<file path="src/design/swlm_pkg.sv">
// ----------------------------------------------------------------------------
// swlm_pkg: shared types and constants for the label mode filter
// Label codes, class count and the command word that travels from the
// front part through the queue to the back part.
// ----------------------------------------------------------------------------
`default_nettype none

package swlm_pkg;

   // label codes
   typedef logic [2:0] label_type;

   localparam int        NUM_CLASSES  = 6;
   localparam label_type CODE_UNKNOWN = 3'd5;

   // depth of the queue between front and back
   localparam int QUEUE_DEPTH = 4;

   // one classified item, as handed from front to back
   typedef struct packed {
      label_type label;         // incoming label, already saturated
      label_type old_label;     // label leaving the window (valid with remove)
      logic      remove;        // oldest label leaves the window
      logic      clear;         // start of sequence: counts go to zero first
      logic      zero_length;   // window length zero: output unknown
   } cmd_type;

endpackage

`default_nettype wire

</file>
<file path="src/design/sliding_window_label_mode_filter.sv">
// ----------------------------------------------------------------------------
// sliding_window_label_mode_filter: mode filter over recent class labels
// Outputs the most frequent of the last window_length labels.
// ----------------------------------------------------------------------------
// The block takes one six-valued label per transfer and returns one smoothed
// label per transfer: the most frequent label among the last window_length
// labels, the current one included, with ties going to the lowest code.
// Codes 6 and 7 count as unknown (5); a window length of zero returns unknown;
// lengths above WINDOW_MAX act as WINDOW_MAX. A set start flag (req_tuser)
// empties the window before its label is counted. Throughput is one label per
// clock while rsp_tready stays high. rsp_tvalid rises once the label has passed
// the stage 1 register with the registered read of the label store, the
// command queue and the output register. The label store needs no clearing
// pass after reset. Write window_length only while no labels are in flight.
// ----------------------------------------------------------------------------
`default_nettype none

module sliding_window_label_mode_filter #(
   parameter int WINDOW_MAX = 64
) (
   input  wire logic       clock,
   input  wire logic       reset,
   // configuration: window_length
   input  wire logic       csr_valid,
   output logic            csr_ready,
   input  wire logic [6:0] csr_wdata,
   // input labels
   input  wire logic       req_tvalid,
   output logic            req_tready,
   input  wire logic [7:0] req_tdata,    // [2:0] raw_phase, [7:3] zero
   input  wire logic       req_tuser,    // [0] start_of_sequence
   // smoothed labels
   output logic            rsp_tvalid,
   input  wire logic       rsp_tready,
   output logic [7:0]      rsp_tdata     // [2:0] smoothed_phase, [7:3] zero
);

   localparam int FILL_W = $clog2(WINDOW_MAX + 1);

   logic                push, q_full, q_valid, pop;
   swlm_pkg::cmd_type   push_cmd, q_cmd;
   swlm_pkg::label_type smoothed_phase;

   // front: classify and address the label store
   swlm_front #(
      .WINDOW_MAX (WINDOW_MAX)
   ) u_front (
      .clock             (clock),
      .reset             (reset),
      .csr_valid         (csr_valid),
      .csr_ready         (csr_ready),
      .csr_wdata         (csr_wdata),
      .req_valid         (req_tvalid),
      .req_ready         (req_tready),
      .raw_phase         (req_tdata[2:0]),
      .start_of_sequence (req_tuser),
      .q_full            (q_full),
      .push              (push),
      .push_cmd          (push_cmd)
   );

   // queue between the two halves
   swlm_queue u_queue (
      .clock     (clock),
      .reset     (reset),
      .push      (push),
      .push_cmd  (push_cmd),
      .full      (q_full),
      .pop       (pop),
      .pop_valid (q_valid),
      .pop_cmd   (q_cmd)
   );

   // back: counts and vote
   swlm_back #(
      .WINDOW_MAX (WINDOW_MAX),
      .FILL_W     (FILL_W)
   ) u_back (
      .clock          (clock),
      .reset          (reset),
      .q_valid        (q_valid),
      .q_cmd          (q_cmd),
      .pop            (pop),
      .rsp_valid      (rsp_tvalid),
      .rsp_ready      (rsp_tready),
      .smoothed_phase (smoothed_phase)
   );

   assign rsp_tdata = {5'b0, smoothed_phase};

   // checks
   a_result_code: assert property (@(posedge clock) disable iff (reset)
      rsp_tvalid |-> rsp_tdata[2:0] <= swlm_pkg::CODE_UNKNOWN)
      else $error("result label out of range");

endmodule

`default_nettype wire

</file>
<file path="src/design/swlm_ram.sv">
// ----------------------------------------------------------------------------
// swlm_ram: generic single-write, single-read RAM
// Registered read with enable; a read and a write to the same address in
// the same cycle return the old contents.
// ----------------------------------------------------------------------------
`default_nettype none

module swlm_ram #(
   parameter int WIDTH  = 3,
   parameter int DEPTH  = 64,
   parameter int ADDR_W = (DEPTH > 1) ? $clog2(DEPTH) : 1
) (
   input  wire logic              clock,
   input  wire logic              wr_en,
   input  wire logic [ADDR_W-1:0] wr_addr,
   input  wire logic [WIDTH-1:0]  wr_data,
   input  wire logic              rd_en,
   input  wire logic [ADDR_W-1:0] rd_addr,
   output logic      [WIDTH-1:0]  rd_data
);

   logic [WIDTH-1:0] mem_ff [DEPTH];
   logic [WIDTH-1:0] rd_data_ff;

   // storage and read register
   always_ff @(posedge clock) begin
      if (wr_en) begin
         mem_ff[wr_addr] <= wr_data;
      end
      if (rd_en) begin
         rd_data_ff <= mem_ff[rd_addr];
      end
   end

   assign rd_data = rd_data_ff;

endmodule

`default_nettype wire

</file>
<file path="src/design/swlm_front.sv">
// ----------------------------------------------------------------------------
// swlm_front: input side of the label mode filter
// Holds the window length register, the ring pointers and the label store.
// Classifies each label (clear, remove oldest, zero length), writes it to
// the store and hands a command plus the leaving label to the queue.
// ----------------------------------------------------------------------------
`default_nettype none

module swlm_front #(
   parameter int WINDOW_MAX = 64,
   parameter int FILL_W     = $clog2(WINDOW_MAX + 1),
   parameter int HEAD_W     = (WINDOW_MAX > 1) ? $clog2(WINDOW_MAX) : 1
) (
   input  wire logic                clock,
   input  wire logic                reset,
   // configuration
   input  wire logic                csr_valid,
   output logic                     csr_ready,
   input  wire logic [6:0]          csr_wdata,
   // incoming labels
   input  wire logic                req_valid,
   output logic                     req_ready,
   input  wire swlm_pkg::label_type raw_phase,
   input  wire logic                start_of_sequence,
   // toward the queue
   input  wire logic                q_full,
   output logic                     push,
   output swlm_pkg::cmd_type        push_cmd
);

   localparam int CMP_W = (FILL_W > 7) ? FILL_W : 7;

   logic [6:0]          window_length_ff;
   logic [FILL_W-1:0]   fill_ff, fill_in;
   logic [HEAD_W-1:0]   head_ff, head_in;
   logic                s1_valid_ff, s1_valid_in;
   swlm_pkg::label_type s1_label_ff;
   logic                s1_remove_ff, s1_clear_ff, s1_zero_ff;

   logic                accept;
   logic [CMP_W-1:0]    wl_ext;
   logic [FILL_W-1:0]   w_eff;
   logic                zero_length;
   logic [FILL_W-1:0]   cur_fill, fill_after;
   logic [HEAD_W-1:0]   cur_head, head_nx;
   logic                remove;
   logic [FILL_W:0]     slot_sum, slot_red;
   logic [HEAD_W-1:0]   slot;
   swlm_pkg::label_type label_sat, old_label;

   // configuration register, always ready
   assign csr_ready = 1'b1;

   always_ff @(posedge clock) begin
      if (reset) begin
         window_length_ff <= '0;
      end else if (csr_valid) begin
         window_length_ff <= csr_wdata;
      end
   end

   // window length saturated to the store depth
   always_comb begin
      wl_ext = CMP_W'(window_length_ff);
      if (wl_ext > CMP_W'(WINDOW_MAX)) begin
         w_eff = FILL_W'(WINDOW_MAX);
      end else begin
         w_eff = FILL_W'(wl_ext);
      end
   end

   assign zero_length = (w_eff == '0);
   assign label_sat   = (raw_phase > swlm_pkg::CODE_UNKNOWN) ? swlm_pkg::CODE_UNKNOWN
                                                             : raw_phase;

   // stage 1 moves on when the queue has room
   assign push      = s1_valid_ff && !q_full;
   assign req_ready = !s1_valid_ff || !q_full;
   assign accept    = req_valid && req_ready;

   // ring pointer arithmetic for this label
   always_comb begin
      cur_fill = start_of_sequence ? '0 : fill_ff;
      cur_head = start_of_sequence ? '0 : head_ff;
      remove   = !zero_length && (cur_fill != '0) && (cur_fill >= w_eff);
      if (remove) begin
         head_nx    = (cur_head == HEAD_W'(WINDOW_MAX - 1)) ? '0 : cur_head + 1'b1;
         fill_after = cur_fill - 1'b1;
      end else begin
         head_nx    = cur_head;
         fill_after = cur_fill;
      end
      slot_sum = (FILL_W + 1)'(head_nx) + (FILL_W + 1)'(fill_after);
      if (slot_sum >= (FILL_W + 1)'(WINDOW_MAX)) begin
         slot_red = slot_sum - (FILL_W + 1)'(WINDOW_MAX);
      end else begin
         slot_red = slot_sum;
      end
      slot = HEAD_W'(slot_red);
   end

   // pointer next state
   always_comb begin
      head_in = head_ff;
      fill_in = fill_ff;
      if (accept) begin
         if (zero_length) begin
            head_in = cur_head;
            fill_in = cur_fill;
         end else begin
            head_in = head_nx;
            fill_in = fill_after + 1'b1;
         end
      end
   end

   assign s1_valid_in = accept || (s1_valid_ff && !push);

   always_ff @(posedge clock) begin
      if (reset) begin
         fill_ff     <= '0;
         head_ff     <= '0;
         s1_valid_ff <= 1'b0;
      end else begin
         fill_ff     <= fill_in;
         head_ff     <= head_in;
         s1_valid_ff <= s1_valid_in;
      end
   end

   // stage 1 payload, lines up with the store read data
   always_ff @(posedge clock) begin
      if (accept) begin
         s1_label_ff  <= label_sat;
         s1_remove_ff <= remove;
         s1_clear_ff  <= start_of_sequence;
         s1_zero_ff   <= zero_length;
      end
   end

   // label store: new label written, oldest label read
   swlm_ram #(
      .WIDTH (3),
      .DEPTH (WINDOW_MAX)
   ) u_label_store (
      .clock   (clock),
      .wr_en   (accept && !zero_length),
      .wr_addr (slot),
      .wr_data (label_sat),
      .rd_en   (accept && remove),
      .rd_addr (cur_head),
      .rd_data (old_label)
   );

   always_comb begin
      push_cmd.label       = s1_label_ff;
      push_cmd.old_label   = old_label;
      push_cmd.remove      = s1_remove_ff;
      push_cmd.clear       = s1_clear_ff;
      push_cmd.zero_length = s1_zero_ff;
   end

   // checks
   a_fill_bound: assert property (@(posedge clock) disable iff (reset)
      fill_ff <= FILL_W'(WINDOW_MAX))
      else $error("window fill above store depth");

   a_start_clears: assert property (@(posedge clock) disable iff (reset)
      accept && start_of_sequence |=> fill_ff <= FILL_W'(1))
      else $error("start of sequence did not empty the window");

endmodule

`default_nettype wire

</file>
<file path="src/design/swlm_queue.sv">
// ----------------------------------------------------------------------------
// swlm_queue: short command queue between front and back
// Small circular buffer of classified items so either side can stall.
// ----------------------------------------------------------------------------
`default_nettype none

module swlm_queue (
   input  wire logic              clock,
   input  wire logic              reset,
   input  wire logic              push,
   input  wire swlm_pkg::cmd_type push_cmd,
   output logic                   full,
   input  wire logic              pop,
   output logic                   pop_valid,
   output swlm_pkg::cmd_type      pop_cmd
);

   localparam int DEPTH = swlm_pkg::QUEUE_DEPTH;
   localparam int PTR_W = $clog2(DEPTH);
   localparam int CNT_W = $clog2(DEPTH + 1);

   swlm_pkg::cmd_type entry_ff [DEPTH];
   logic [PTR_W-1:0]  wr_ptr_ff, wr_ptr_in;
   logic [PTR_W-1:0]  rd_ptr_ff, rd_ptr_in;
   logic [CNT_W-1:0]  count_ff, count_in;
   logic              do_push, do_pop;

   assign full      = (count_ff == CNT_W'(DEPTH));
   assign pop_valid = (count_ff != '0);
   assign pop_cmd   = entry_ff[rd_ptr_ff];
   assign do_push   = push && !full;
   assign do_pop    = pop && pop_valid;

   // pointer and count next state
   always_comb begin
      wr_ptr_in = do_push ? wr_ptr_ff + 1'b1 : wr_ptr_ff;
      rd_ptr_in = do_pop ? rd_ptr_ff + 1'b1 : rd_ptr_ff;
      count_in  = count_ff;
      if (do_push && !do_pop) begin
         count_in = count_ff + 1'b1;
      end else if (do_pop && !do_push) begin
         count_in = count_ff - 1'b1;
      end
   end

   always_ff @(posedge clock) begin
      if (reset) begin
         wr_ptr_ff <= '0;
         rd_ptr_ff <= '0;
         count_ff  <= '0;
      end else begin
         wr_ptr_ff <= wr_ptr_in;
         rd_ptr_ff <= rd_ptr_in;
         count_ff  <= count_in;
      end
   end

   // entry storage
   always_ff @(posedge clock) begin
      if (do_push) begin
         entry_ff[wr_ptr_ff] <= push_cmd;
      end
   end

   // checks
   a_count_bound: assert property (@(posedge clock) disable iff (reset)
      count_ff <= CNT_W'(DEPTH))
      else $error("queue count above depth");

endmodule

`default_nettype wire

</file>
<file path="src/design/swlm_back.sv">
// ----------------------------------------------------------------------------
// swlm_back: count update and vote
// Applies one queued command to the per-class counts, votes over the new
// counts (ties to the lowest code) and holds the result in the output
// register.
// ----------------------------------------------------------------------------
`default_nettype none

module swlm_back #(
   parameter int WINDOW_MAX = 64,
   parameter int FILL_W     = $clog2(WINDOW_MAX + 1)
) (
   input  wire logic              clock,
   input  wire logic              reset,
   // from the queue
   input  wire logic              q_valid,
   input  wire swlm_pkg::cmd_type q_cmd,
   output logic                   pop,
   // results
   output logic                   rsp_valid,
   input  wire logic              rsp_ready,
   output swlm_pkg::label_type    smoothed_phase
);

   localparam int NC    = swlm_pkg::NUM_CLASSES;
   localparam int SUM_W = FILL_W + 3;

   logic [FILL_W-1:0]   counts_ff [NC];
   logic [FILL_W-1:0]   counts_in [NC];
   logic                rsp_valid_ff, rsp_valid_in;
   swlm_pkg::label_type result_ff, result_in;
   swlm_pkg::label_type best;
   logic [FILL_W-1:0]   best_count;
   logic [SUM_W-1:0]    count_sum;

   // take a command when the output register is free or being drained
   assign pop          = q_valid && (!rsp_valid_ff || rsp_ready);
   assign rsp_valid_in = pop || (rsp_valid_ff && !rsp_ready);

   // count update for the popped command
   always_comb begin
      for (int c = 0; c < NC; c++) begin
         counts_in[c] = counts_ff[c];
         if (pop) begin
            if (q_cmd.clear) begin
               counts_in[c] = '0;
            end
            if (q_cmd.remove && (q_cmd.old_label == 3'(c)) && (counts_in[c] != '0)) begin
               counts_in[c] = counts_in[c] - 1'b1;
            end
            if (!q_cmd.zero_length && (q_cmd.label == 3'(c))) begin
               counts_in[c] = counts_in[c] + 1'b1;
            end
         end
      end
   end

   // vote over the updated counts, strictly greater keeps the lower code
   always_comb begin
      best       = swlm_pkg::CODE_UNKNOWN;
      best_count = '0;
      for (int c = 0; c < NC; c++) begin
         if (counts_in[c] > best_count) begin
            best_count = counts_in[c];
            best       = 3'(c);
         end
      end
      result_in = q_cmd.zero_length ? swlm_pkg::CODE_UNKNOWN : best;
   end

   always_ff @(posedge clock) begin
      if (reset) begin
         rsp_valid_ff <= 1'b0;
         for (int c = 0; c < NC; c++) begin
            counts_ff[c] <= '0;
         end
      end else begin
         rsp_valid_ff <= rsp_valid_in;
         for (int c = 0; c < NC; c++) begin
            counts_ff[c] <= counts_in[c];
         end
      end
   end

   always_ff @(posedge clock) begin
      if (pop) begin
         result_ff <= result_in;
      end
   end

   assign rsp_valid      = rsp_valid_ff;
   assign smoothed_phase = result_ff;

   // total of held labels
   always_comb begin
      count_sum = '0;
      for (int c = 0; c < NC; c++) begin
         count_sum = count_sum + SUM_W'(counts_ff[c]);
      end
   end

   // checks
   a_sum_bound: assert property (@(posedge clock) disable iff (reset)
      count_sum <= SUM_W'(WINDOW_MAX))
      else $error("class counts exceed store depth");

   a_push_counted: assert property (@(posedge clock) disable iff (reset)
      pop && !q_cmd.zero_length |=> count_sum != '0)
      else $error("pushed label left no count");

endmodule

`default_nettype wire
</file>
<file path="config.mk">
export PLATFORM = sky130hd
export DESIGN_NAME = sliding_window_label_mode_filter
export DESIGN_NICKNAME = d
export VERILOG_FILES = /design/src/design/swlm_pkg.sv /design/src/design/sliding_window_label_mode_filter.sv /design/src/design/swlm_ram.sv /design/src/design/swlm_front.sv /design/src/design/swlm_queue.sv /design/src/design/swlm_back.sv
export SDC_FILE = /design/constraint.sdc
export NUM_CORES = 1
export LEC_CHECK = 0
export BUFFER_PORTS_ARGS = -buffer_cell sky130_fd_sc_hd__buf_4
export CAP_MARGIN = 0
export CORE_UTILIZATION = 40
export DETAILED_ROUTE_END_ITERATION = 12
export SETUP_SLACK_MARGIN = 0.02
export SYNTH_ARGS = -nofsm -noshare
export SYNTH_HDL_FRONTEND = slang
export SYNTH_HIERARCHICAL = 1
export SYNTH_SLANG_ARGS = --single-unit
</file>
<file path="constraint.sdc">
create_clock -name clock -period 10.72 [get_ports clock]
set_input_delay 1.072 -clock clock [delete_from_list [all_inputs] [get_ports clock]]
set_output_delay 1.072 -clock clock [all_outputs]
set_load 0.02 [all_outputs]
</file>
# Yosys cells after proc, flatten, opt, wreduce, memory -nomap -nowiden
# Memories as Yosys holds them, arrays and structs flattened. A register that Yosys moved wholly into a read port is not among the register bits.
# Index checks and enable logic that the tools add are counted.
# classes
addsub	21
n_lt_le_gt_ge	10
eq_ne	12
n_mux	73
n_bitwise	6
n_reduce_logical	58
# ops
operator	count
$mux W7	51
$add A7 B1 Y7 const B	7
$reduce_bool A7 Y1	7
$sub A7 B1 Y7 const B	7
$gt A7 B7 Y1	5
$logic_and A1 B1 Y1	31
$mux W6	5
$mux W3	7
$eq A3 B3 Y1 const B	5
$eq A3 B2 Y1 const B	4
$logic_not A1 Y1	9
$add A6 B7 Y8	1
$ge A8 B7 Y1 const B	1
$mux W1	8
$ge A7 B7 Y1	1
$gt A7 B1 Y1 const B	1
$gt A7 B7 Y1 const B	1
$logic_not A7 Y1	1
$add A6 B1 Y6 const B	1
$eq A3 B1 Y1 const B	2
$eq A6 B6 Y1 const B	1
$logic_not A3 Y1	2
$or A1 B1 Y1	6
$sub A6 B1 Y6 const B	1
10 further kinds	15
# totals
reg_bits	38
mem_bits_rw	270
out_inout_bits	11
word_cells	197
memories	3
# mem_list
memory	depth	word_bits	read_ports	rd_clocked_by_memory_dff	write_ports	line_no	source
u_front.u_label_store.mem_ff	64	3	1	1	1	swlm_ram.sv:22	logic [WIDTH-1:0] mem_ff [DEPTH];
u_back.counts_ff	6	7	6	0	6	swlm_back.sv:28	logic [FILL_W-1:0] counts_ff [NC];
u_queue.entry_ff	4	9	1	1	1	swlm_queue.sv:22	swlm_pkg::cmd_type entry_ff [DEPTH];

# Longest topological paths before layout
# Gate-level depths: netlist of the first run.
# depth
depth_word	23
mapped_depth	65
ltp_nobuf	58

# Cells and area by module
# Netlist of the first run, hierarchy kept.
# modules_own_cells
module	instances	cells_each	area_per_inst_um2
swlm_ram	1	423	7893.8
swlm_back	1	801	5995.8
swlm_front	1	278	2283.4
swlm_queue	1	95	1764.2
sliding_window_label_mode_filter	1	6	41.3

# Worst setup path after synthesis of the first run
# Ideal clock, no wire load.
# synth_timing
path_kind	register to register
start	reg (tool-made name)
end	reg u_back.result_ff[0] (netlist: u_back/smoothed_phase[0]), data pin
setup_time_ns	0.259
t_arrival_ns	11.255
required_ns	10.461
setup_slack_ns	-0.795
stages_incl_launch_ff	59
path_cell_list	dfxtp_1 buf_2 mux4_2 buf_2 inv_1 buf_2 buf_2 nand2_1 ha_1 a21oi_1 and2_1 ha_1 nand2_1 or3_1 nor3_1 xnor2_1 nor2_1 a21oi_1 [... 23 more ...] a21oi_1 nor2b_1 o21ai_0 o21ai_0 nor2_1 or2_2 clkbuf_1 mux2_2 ha_1 nor2b_1 o21a_1 o21a_1 o21ai_0 nand2b_1 a21oi_1 o21ai_0 nor3_1 a21oi_1
# synth_rtl
element	line_no	source
end signal: assignment	swlm_back.sv:87	result_ff <= result_in;
end: declaration	swlm_back.sv:31	swlm_pkg::label_type result_ff, result_in;

==> results of run 1 <==
==> routing by layer <==
metal	global-route usage	share of wire	vias up
met3	0.0269	0.045	70
met1	0.239	0.44	6215
met2	0.302	0.48	295
met5	0	0	-
li1	-	-	6187
met4	0.0691	0.029	0
==> cell usage in the layout, fill, tap and decap left out, drive strengths merged, types with 40 or more instances in the layout <==
cell and n:
a21oi 76, o21ai 65, ha 73, mux4 57, xnor2 46, dfxtp 73
buf 116, nor2 191, edfxtp 240, nand3 40, nor2b 52, mux2i 46
clkbuf 50, nand2 105, inv 58
==> path summary, 6_finish.rpt <==
kind,from,cells after the start,end,slack (ns)
worst min-delay path,u_front/s1_remove_ff,0,u_queue/entry_ff[0][2],0.50
worst min register to register,u_front/s1_remove_ff,0,u_queue/entry_ff[0][2],0.50
worst max register to register,flip-flop,52,u_back/smoothed_phase[0],0.45
worst max-delay path,flip-flop,52,u_back/smoothed_phase[0],0.45
==> kinds of logic after synthesis <==
group	synth area share
DFF	0.482
and+or+nand+nor	0.169
buffers and inverters	0.0373
AOI/OAI and AO/OA	0.119
xor gates and xnor gates	0.0296
muxes	0.110
other	0.000418
adders and majority gates	0.0530
==> critical path: cells and delay by family (launching register included) <==
kind                     cells  cell delay, ns
multiplexers                 3            1.24
XOR/XNOR                     1            0.14
adder cells (fa/ha/maj)      6            1.67
AND/OR/NAND/NOR             18            3.38
flip-flops                   1            0.34
AO/OA/AOI/OAI               17            2.29
buffers and inverters        7            0.91
==> final cells by class <==
cell class / count / area, um^2 / share of cell area
clock buffers: 49 / 971 / 0.0469
clock inverters: 17 / 178 / 0.00859
inverters: 58 / 220 / 0.0106
multi-input cells: 1144 / 8970 / 0.434
flip-flops and latches: 313 / 8670 / 0.419
well taps: 592 / 741 / 0.0358
repair buffers: 117 / 937 / 0.0453
==> sequential cells by signal (all words and copies together) (netlist names), named ones only <==
register / count
u_queue/entry_ff: 36
u_front/u_label_store/rd_data: 3
u_back/smoothed_phase: 3
u_queue/wr_ptr_ff: 2
u_queue/rd_ptr_ff: 2
u_queue/count_ff: 3
u_front/u_label_store/mem_ff: 192
u_front/s1_label_ff: 3
u_back/counts_ff: 42
u_front/window_length_ff: 7
u_front/s1_valid_ff: 1
u_front/s1_remove_ff: 1
u_back/rsp_valid: 1
u_front/head_ff: 6
u_front/fill_ff: 7
u_front/s1_zero_ff: 1
u_front/s1_clear_ff: 1
==> synth_stat cells (all sizes together) (24+ instances only) <==
library cell	instances	share of area
edfxtp	240	0.40
nor2	191	0.040
nand2	105	0.022
a21oi	76	0.021
dfxtp	73	0.081
ha	73	0.051
o21ai	65	0.019
inv	57	0.012
mux4	57	0.072
nor2b	52	0.019
clkbuf	51	0.011
mux2i	46	0.026
xnor2	46	0.023
buf	41	0.014
nand3	40	0.011
nor3	36	0.010
nand2b	24	0.0088
==> stage by stage <==
stage               power (mW)  area [um^2]  cells
CTS                       6.09        20400   2281
global route              7.10        20700   2290
global placement          4.74        19200   2214
finish                    6.61        20700   2290
floorplan                 3.69        18000   1607
detailed placement        4.77        19200   2214
==> power by group through the flow <==
| stage | Combinational (mW) | Clock, mW | Sequential [mW] |
|---|---|---|---|
| 2_1_floorplan | 2.23 | 0 | 1.46 |
| 3_3_place_gp | 3.28 | 0 | 1.47 |
| 3_5_place_dp | 3.30 | 0 | 1.47 |
| 4_1_cts | 3.43 | 1.23 | 1.44 |
| 5_1_grt | 4.38 | 1.27 | 1.45 |
| 6_report | 3.98 | 1.19 | 1.44 |
==> repair_timing <==
action,CTS,global route
setup buffers,1,8
gates cloned,0,1
setup endpoints to repair,3,3
pin swaps,3,21
gates resized for setup,14,56
==> results.py, run 1 <==
metrics = {
    "detailed_routing": {
        "drt_wl_total_mm": 41.7,
        "via_per_inst": 5.58,
        "route.vias.total": 12800,
        "dr.pass1.iters": 5,
        "route.detailed.drc": 0,
        "drtAntennaViolNets": 0,
        "wl_per_cell_um": 18.2,
        "drt-initial-drc-count": 896,
    },
    "power_and_ir_drop": {
        "p_sw_frac": 0.386,
        "p_clk_frac": 0.180,
        "power.leakage_nw": 7.21,
        "comb_power_share": 0.602,
        "p_int_mw": 4.06,
        "powerDensity_nw_per_um2": 320,
        "p_seq_frac": 0.218,
        "switching_power_mw": 2.55,
        "vdd_ir_drop_max_mv": 0.416,
    },
    "die": {
        "core_area_um2": 44300,
        "ios": 32,
        "die_y_um": 214,
        "start_util": 0.406,
        "dieArea_um2": 45800,
        "dieWidth_um": 214,
        "rows": 77,
    },
    "synthesis": {
        "avgSynthCellArea_um2": 11.2,
        "syn_inst": 1603,
        "yosysUniqueCellTypes": 114,
        "netlist_area_um2": 18000,
        "synth_edf_count": 240,
        "synth-main-ff-cell": "edfxtp_1",
        "synth-async-reset-ratio": 0,
        "ys_seq_elements": 313,
        "yosysSeqAreaShare": 0.482,
        "yosys_warnings": 6,
    },
    "timing": {
        "worst_slew_pin_slew_ns": 1.12,
        "min_period_ns": 10.27,
        "finalClockSkew_ns": 0.0270,
        "hold_viol": 0,
        "slew_headroom": 0.251,
        "maxSlewViolCount": 0,
        "finalCritPeriodShare": 0.958,
        "setup_ws_ns": 0.448,
        "fmax_mhz": 97.3,
        "final.setup.tns_ns": 0,
        "setup_viol": 0,
        "rsz0062_at_grt": "yes",
        "whs_ns": 0.503,
    },
    "place": {
        "io_buffers": 20,
        "place_congestion": 0.866,
        "place_ws_ns": -0.172,
        "dp_hpwl_mm": 28.3,
    },
    "finish": {
        "area_delta_synth_final_pct": 15.1,
        "final_core_util": 0.467,
        "fin_nets": 1766,
        "antenna_cells": 0,
        "drive_gt1_frac": 0.205,
        "n_fill_cell": 4106,
    },
    "clock_network": {
        "cts_sinks": 313,
        "numCtsBuffers": 36,
        "htreeDepth": 2,
        "path_clk_slew_ns": 0.06,
        "root_buffer": "clkbuf_16",
        "cts_hold_buf": 0,
        "clock_latency_ns": 0.55,
        "cts.path.max_buffers": 3,
        "tritoncts": "done",
    },
    "global_route": {
        "gr-total-overflow": 0,
        "grt_max_degree": 75,
        "antenna_found_initial": 0,
        "track_usage": 0.182,
        "grt_pass1_vias": 12500,
        "grt_pass1_wl_mm": 67.0,
    },
    "worst_setup_path": {
        "required_ns": 10.98,
        "critPathCaptureType": "flip-flop",
        "worst-path-max-fanout": 5,
        "worstSetupPathType": "reg -> reg",
        "arrival_ns": 10.53,
        "crit_path_start_kind": "flip-flop",
        "max_stage_delay_ns": 0.61,
        "slowest_stage": "mux4_2",
    },
    "flow_run": {
        "drv_cap": 0,
    },
    "worst_hold_path": {
        "hp-class": "reg -> reg",
    },
    "run_status": {
        "status": "complete, no violations",
    },
}
Note: power is estimated with default switching activity, not from simulation.
==> run 2: changes to the inputs <==
--- a/config.mk
+++ b/config.mk
@@ -6,9 +6,10 @@
 export NUM_CORES = 1
 export LEC_CHECK = 0
 export BUFFER_PORTS_ARGS = -buffer_cell sky130_fd_sc_hd__buf_4
-export CAP_MARGIN = 0
+export CORE_MARGIN = 4
 export CORE_UTILIZATION = 40
 export DETAILED_ROUTE_END_ITERATION = 12
+export PLACE_DENSITY = 0.62
 export SETUP_SLACK_MARGIN = 0.02
 export SYNTH_ARGS = -nofsm -noshare
 export SYNTH_HDL_FRONTEND = slang
==> run 2 against run 1 <==
Compared with the run above:
- worst hold slack got worse by 0.0074 ns
- register-to-register slack worse by 0.11 ns
- global-route usage is 1.1 points lower
- sequential share of layout area decreased by 0.42 points
- combinational power grew 5%
- via count up 1.3%
- clock skew fell by 0.0070 ns
- maximum frequency is 1.1% lower
- critical path depth did not move
- flip-flop and latch count did not move
- critical endpoint is now u_back/smoothed_phase[2]
- highest routed layer is now met5
==> results.py, run 2 (same netlist as run 1, synthesis figures left out) <==
metrics = {
    "timing": {
        "min_period_ns": 10.38,
        "setup_ws_ns": 0.337,
        "maxSlewViolCount": 0,
        "slew_headroom": 0.236,
        "fmax_mhz": 96.3,
        "setup_viol": 0,
        "worst_slew_pin_slew_ns": 1.15,
        "finalClockSkew_ns": 0.0201,
        "hold_viol": 0,
        "finalCritPeriodShare": 0.969,
        "rsz0062_at_grt": "yes",
    },
    "finish": {
        "reg_top3": "u_front/u_label_store/mem_ff (192), u_back/counts_ff (42), u_queue/entry_ff (36)",
        "fin_nets": 1791,
        "drive_gt1_frac": 0.215,
        "largest_reg_flops": 192,
        "layout_commonest_cell": "edfxtp_1",
        "antenna_cells": 0,
        "area_delta_synth_final_pct": 16.2,
        "top_register": "u_front/u_label_store/mem_ff",
        "final_cells": 2314,
        "final_cell_mix": "240 x edfxtp_1, 183 x nor2_1, 135 x buf_4",
    },
    "clock_network": {
        "clock_latency_ns": 0.53,
        "cts_hold_buf": 0,
        "tritoncts": "done",
        "cts.path.max_buffers": 3,
        "numCtsBuffers": 35,
        "htreeDepth": 2,
        "root_buffer": "clkbuf_16",
        "path_clk_slew_ns": 0.06,
        "cts_sinks": 313,
    },
    "detailed_routing": {
        "via_per_inst": 5.59,
        "drt_wl_total_mm": 41.8,
        "wl_per_cell_um": 18.0,
        "route.vias.total": 12900,
        "drt-initial-drc-count": 898,
        "drtAntennaViolNets": 0,
        "dr.pass1.iters": 5,
        "route.detailed.drc": 0,
    },
    "place": {
        "io_buffers": 20,
        "place_congestion": 0.862,
        "place_ws_ns": -0.226,
        "place_inst": 2235,
        "dp_hpwl_mm": 28.0,
    },
    "worst_setup_path": {
        "crit_path_start_kind": "flip-flop",
        "crit_end": "u_back/smoothed_phase[2]",
        "worstSetupPathType": "reg -> reg",
        "slowest_stage": "or4b_4",
        "max_stage_delay_ns": 0.59,
        "arrival_ns": 10.65,
        "critPathCaptureType": "flip-flop",
        "worstReg2RegEnd": "u_back/smoothed_phase[2]",
        "required_ns": 10.99,
        "worst-path-max-fanout": 7,
        "reg2reg_setup_slack_ns": 0.34,
        "rr_worst_depth": 52,
    },
    "die": {
        "dieWidth_um": 220,
        "start_util": 0.406,
        "dieArea_um2": 48400,
        "ios": 32,
        "die_y_um": 220,
        "rows": 77,
        "core_area_um2": 44300,
    },
    "global_route": {
        "grt.busiest_layer": "met2",
        "gr-total-overflow": 0,
        "grt_pass1_vias": 12700,
        "track_usage": 0.170,
        "grt_max_degree": 75,
        "use_met3": 0.0240,
        "grt_pass1_wl_mm": 67.2,
        "use_met1": 0.231,
        "antenna_found_initial": 1,
        "use_met2": 0.289,
    },
    "flow_run": {
        "drv_cap": 0,
    },
    "worst_hold_path": {
        "worstHoldStart": "u_front/s1_remove_ff",
        "hp-class": "reg -> reg",
    },
    "run_status": {
        "status": "complete, no violations",
    },
    "power_and_ir_drop": {
        "vdd_ir_drop_max_mv": 0.497,
        "total_power_mw": 6.83,
        "power.leakage_nw": 7.35,
        "powerDensity_nw_per_um2": 327,
    },
}
[run 2: how the worst min path moves through the flow]
stage	to	slack, ns	depth (start not counted)
final	u_queue/entry_ff[3][2]	0.50	0
after global routing	u_queue/entry_ff[3][2]	0.52	0
after CTS	u_queue/entry_ff[1][2]	0.50	0
after detailed placement	u_queue/entry_ff[3][2]	0.49	0
after global placement	u_queue/entry_ff[3][2]	0.47	0
after floorplan	u_queue/entry_ff[0][3]	0.46	0
[run 2: through the flow]
stage               instance area (um^2)  TNS (ns)   util  hold slack, ns
global placement                   19300    -0.409  0.437           0.468
global route                       20900    -0.649  0.472           0.524
detailed placement                 19300    -0.562  0.437           0.488
floorplan                          18000         0      -           0.459
CTS                                20600         0  0.464           0.501
finish                             20900         0  0.472           0.496
[run 2: timing repair]
| action | in CTS | in global routing |
|---|---|---|
| resized for setup | 10 | 59 |
| setup endpoints to repair | 3 | 3 |
| hold endpoints to repair | 0 | 0 |
| pin swaps | 6 | 36 |
| setup buffers | 6 | 10 |
| cloned | 0 | 0 |
[run 2: area by class of cell]
type                       instances  area [um^2]
clock buffer                      45          943
clock inverter                    19          215
fill                            4081        23400
inverter                          58          220
multi-input combinational       1144         8970
sequential                       313         8670
tap                              592          741
timing repair buffer             143         1140
[run 2: layer usage]
layer,up-vias,routed length (um)
met5,-,19
met4,2,940
met3,69,1790
met2,315,20300
met1,6330,18700
li1,6212,-
[run 2: where the power goes]
part | switching, mW | internal (mW) | total [mW]
logic | 2.04 | 2.14 | 4.18
registers | 0.0498 | 1.40 | 1.44
clock network | 0.494 | 0.706 | 1.20
[run 2: critical path, delay by kind of cell, from the launching register on]
| kind | cells | cell delay [ns] |
|---|---|---|
| buffers and inverters | 3 | 0.40 |
| AND/OR/NAND/NOR | 21 | 4.15 |
| AO/OA/AOI/OAI | 17 | 2.22 |
| flip-flops | 1 | 0.34 |
| multiplexers | 3 | 1.14 |
| XOR/XNOR | 2 | 0.25 |
| adder cells (fa/ha/maj) | 6 | 1.59 |
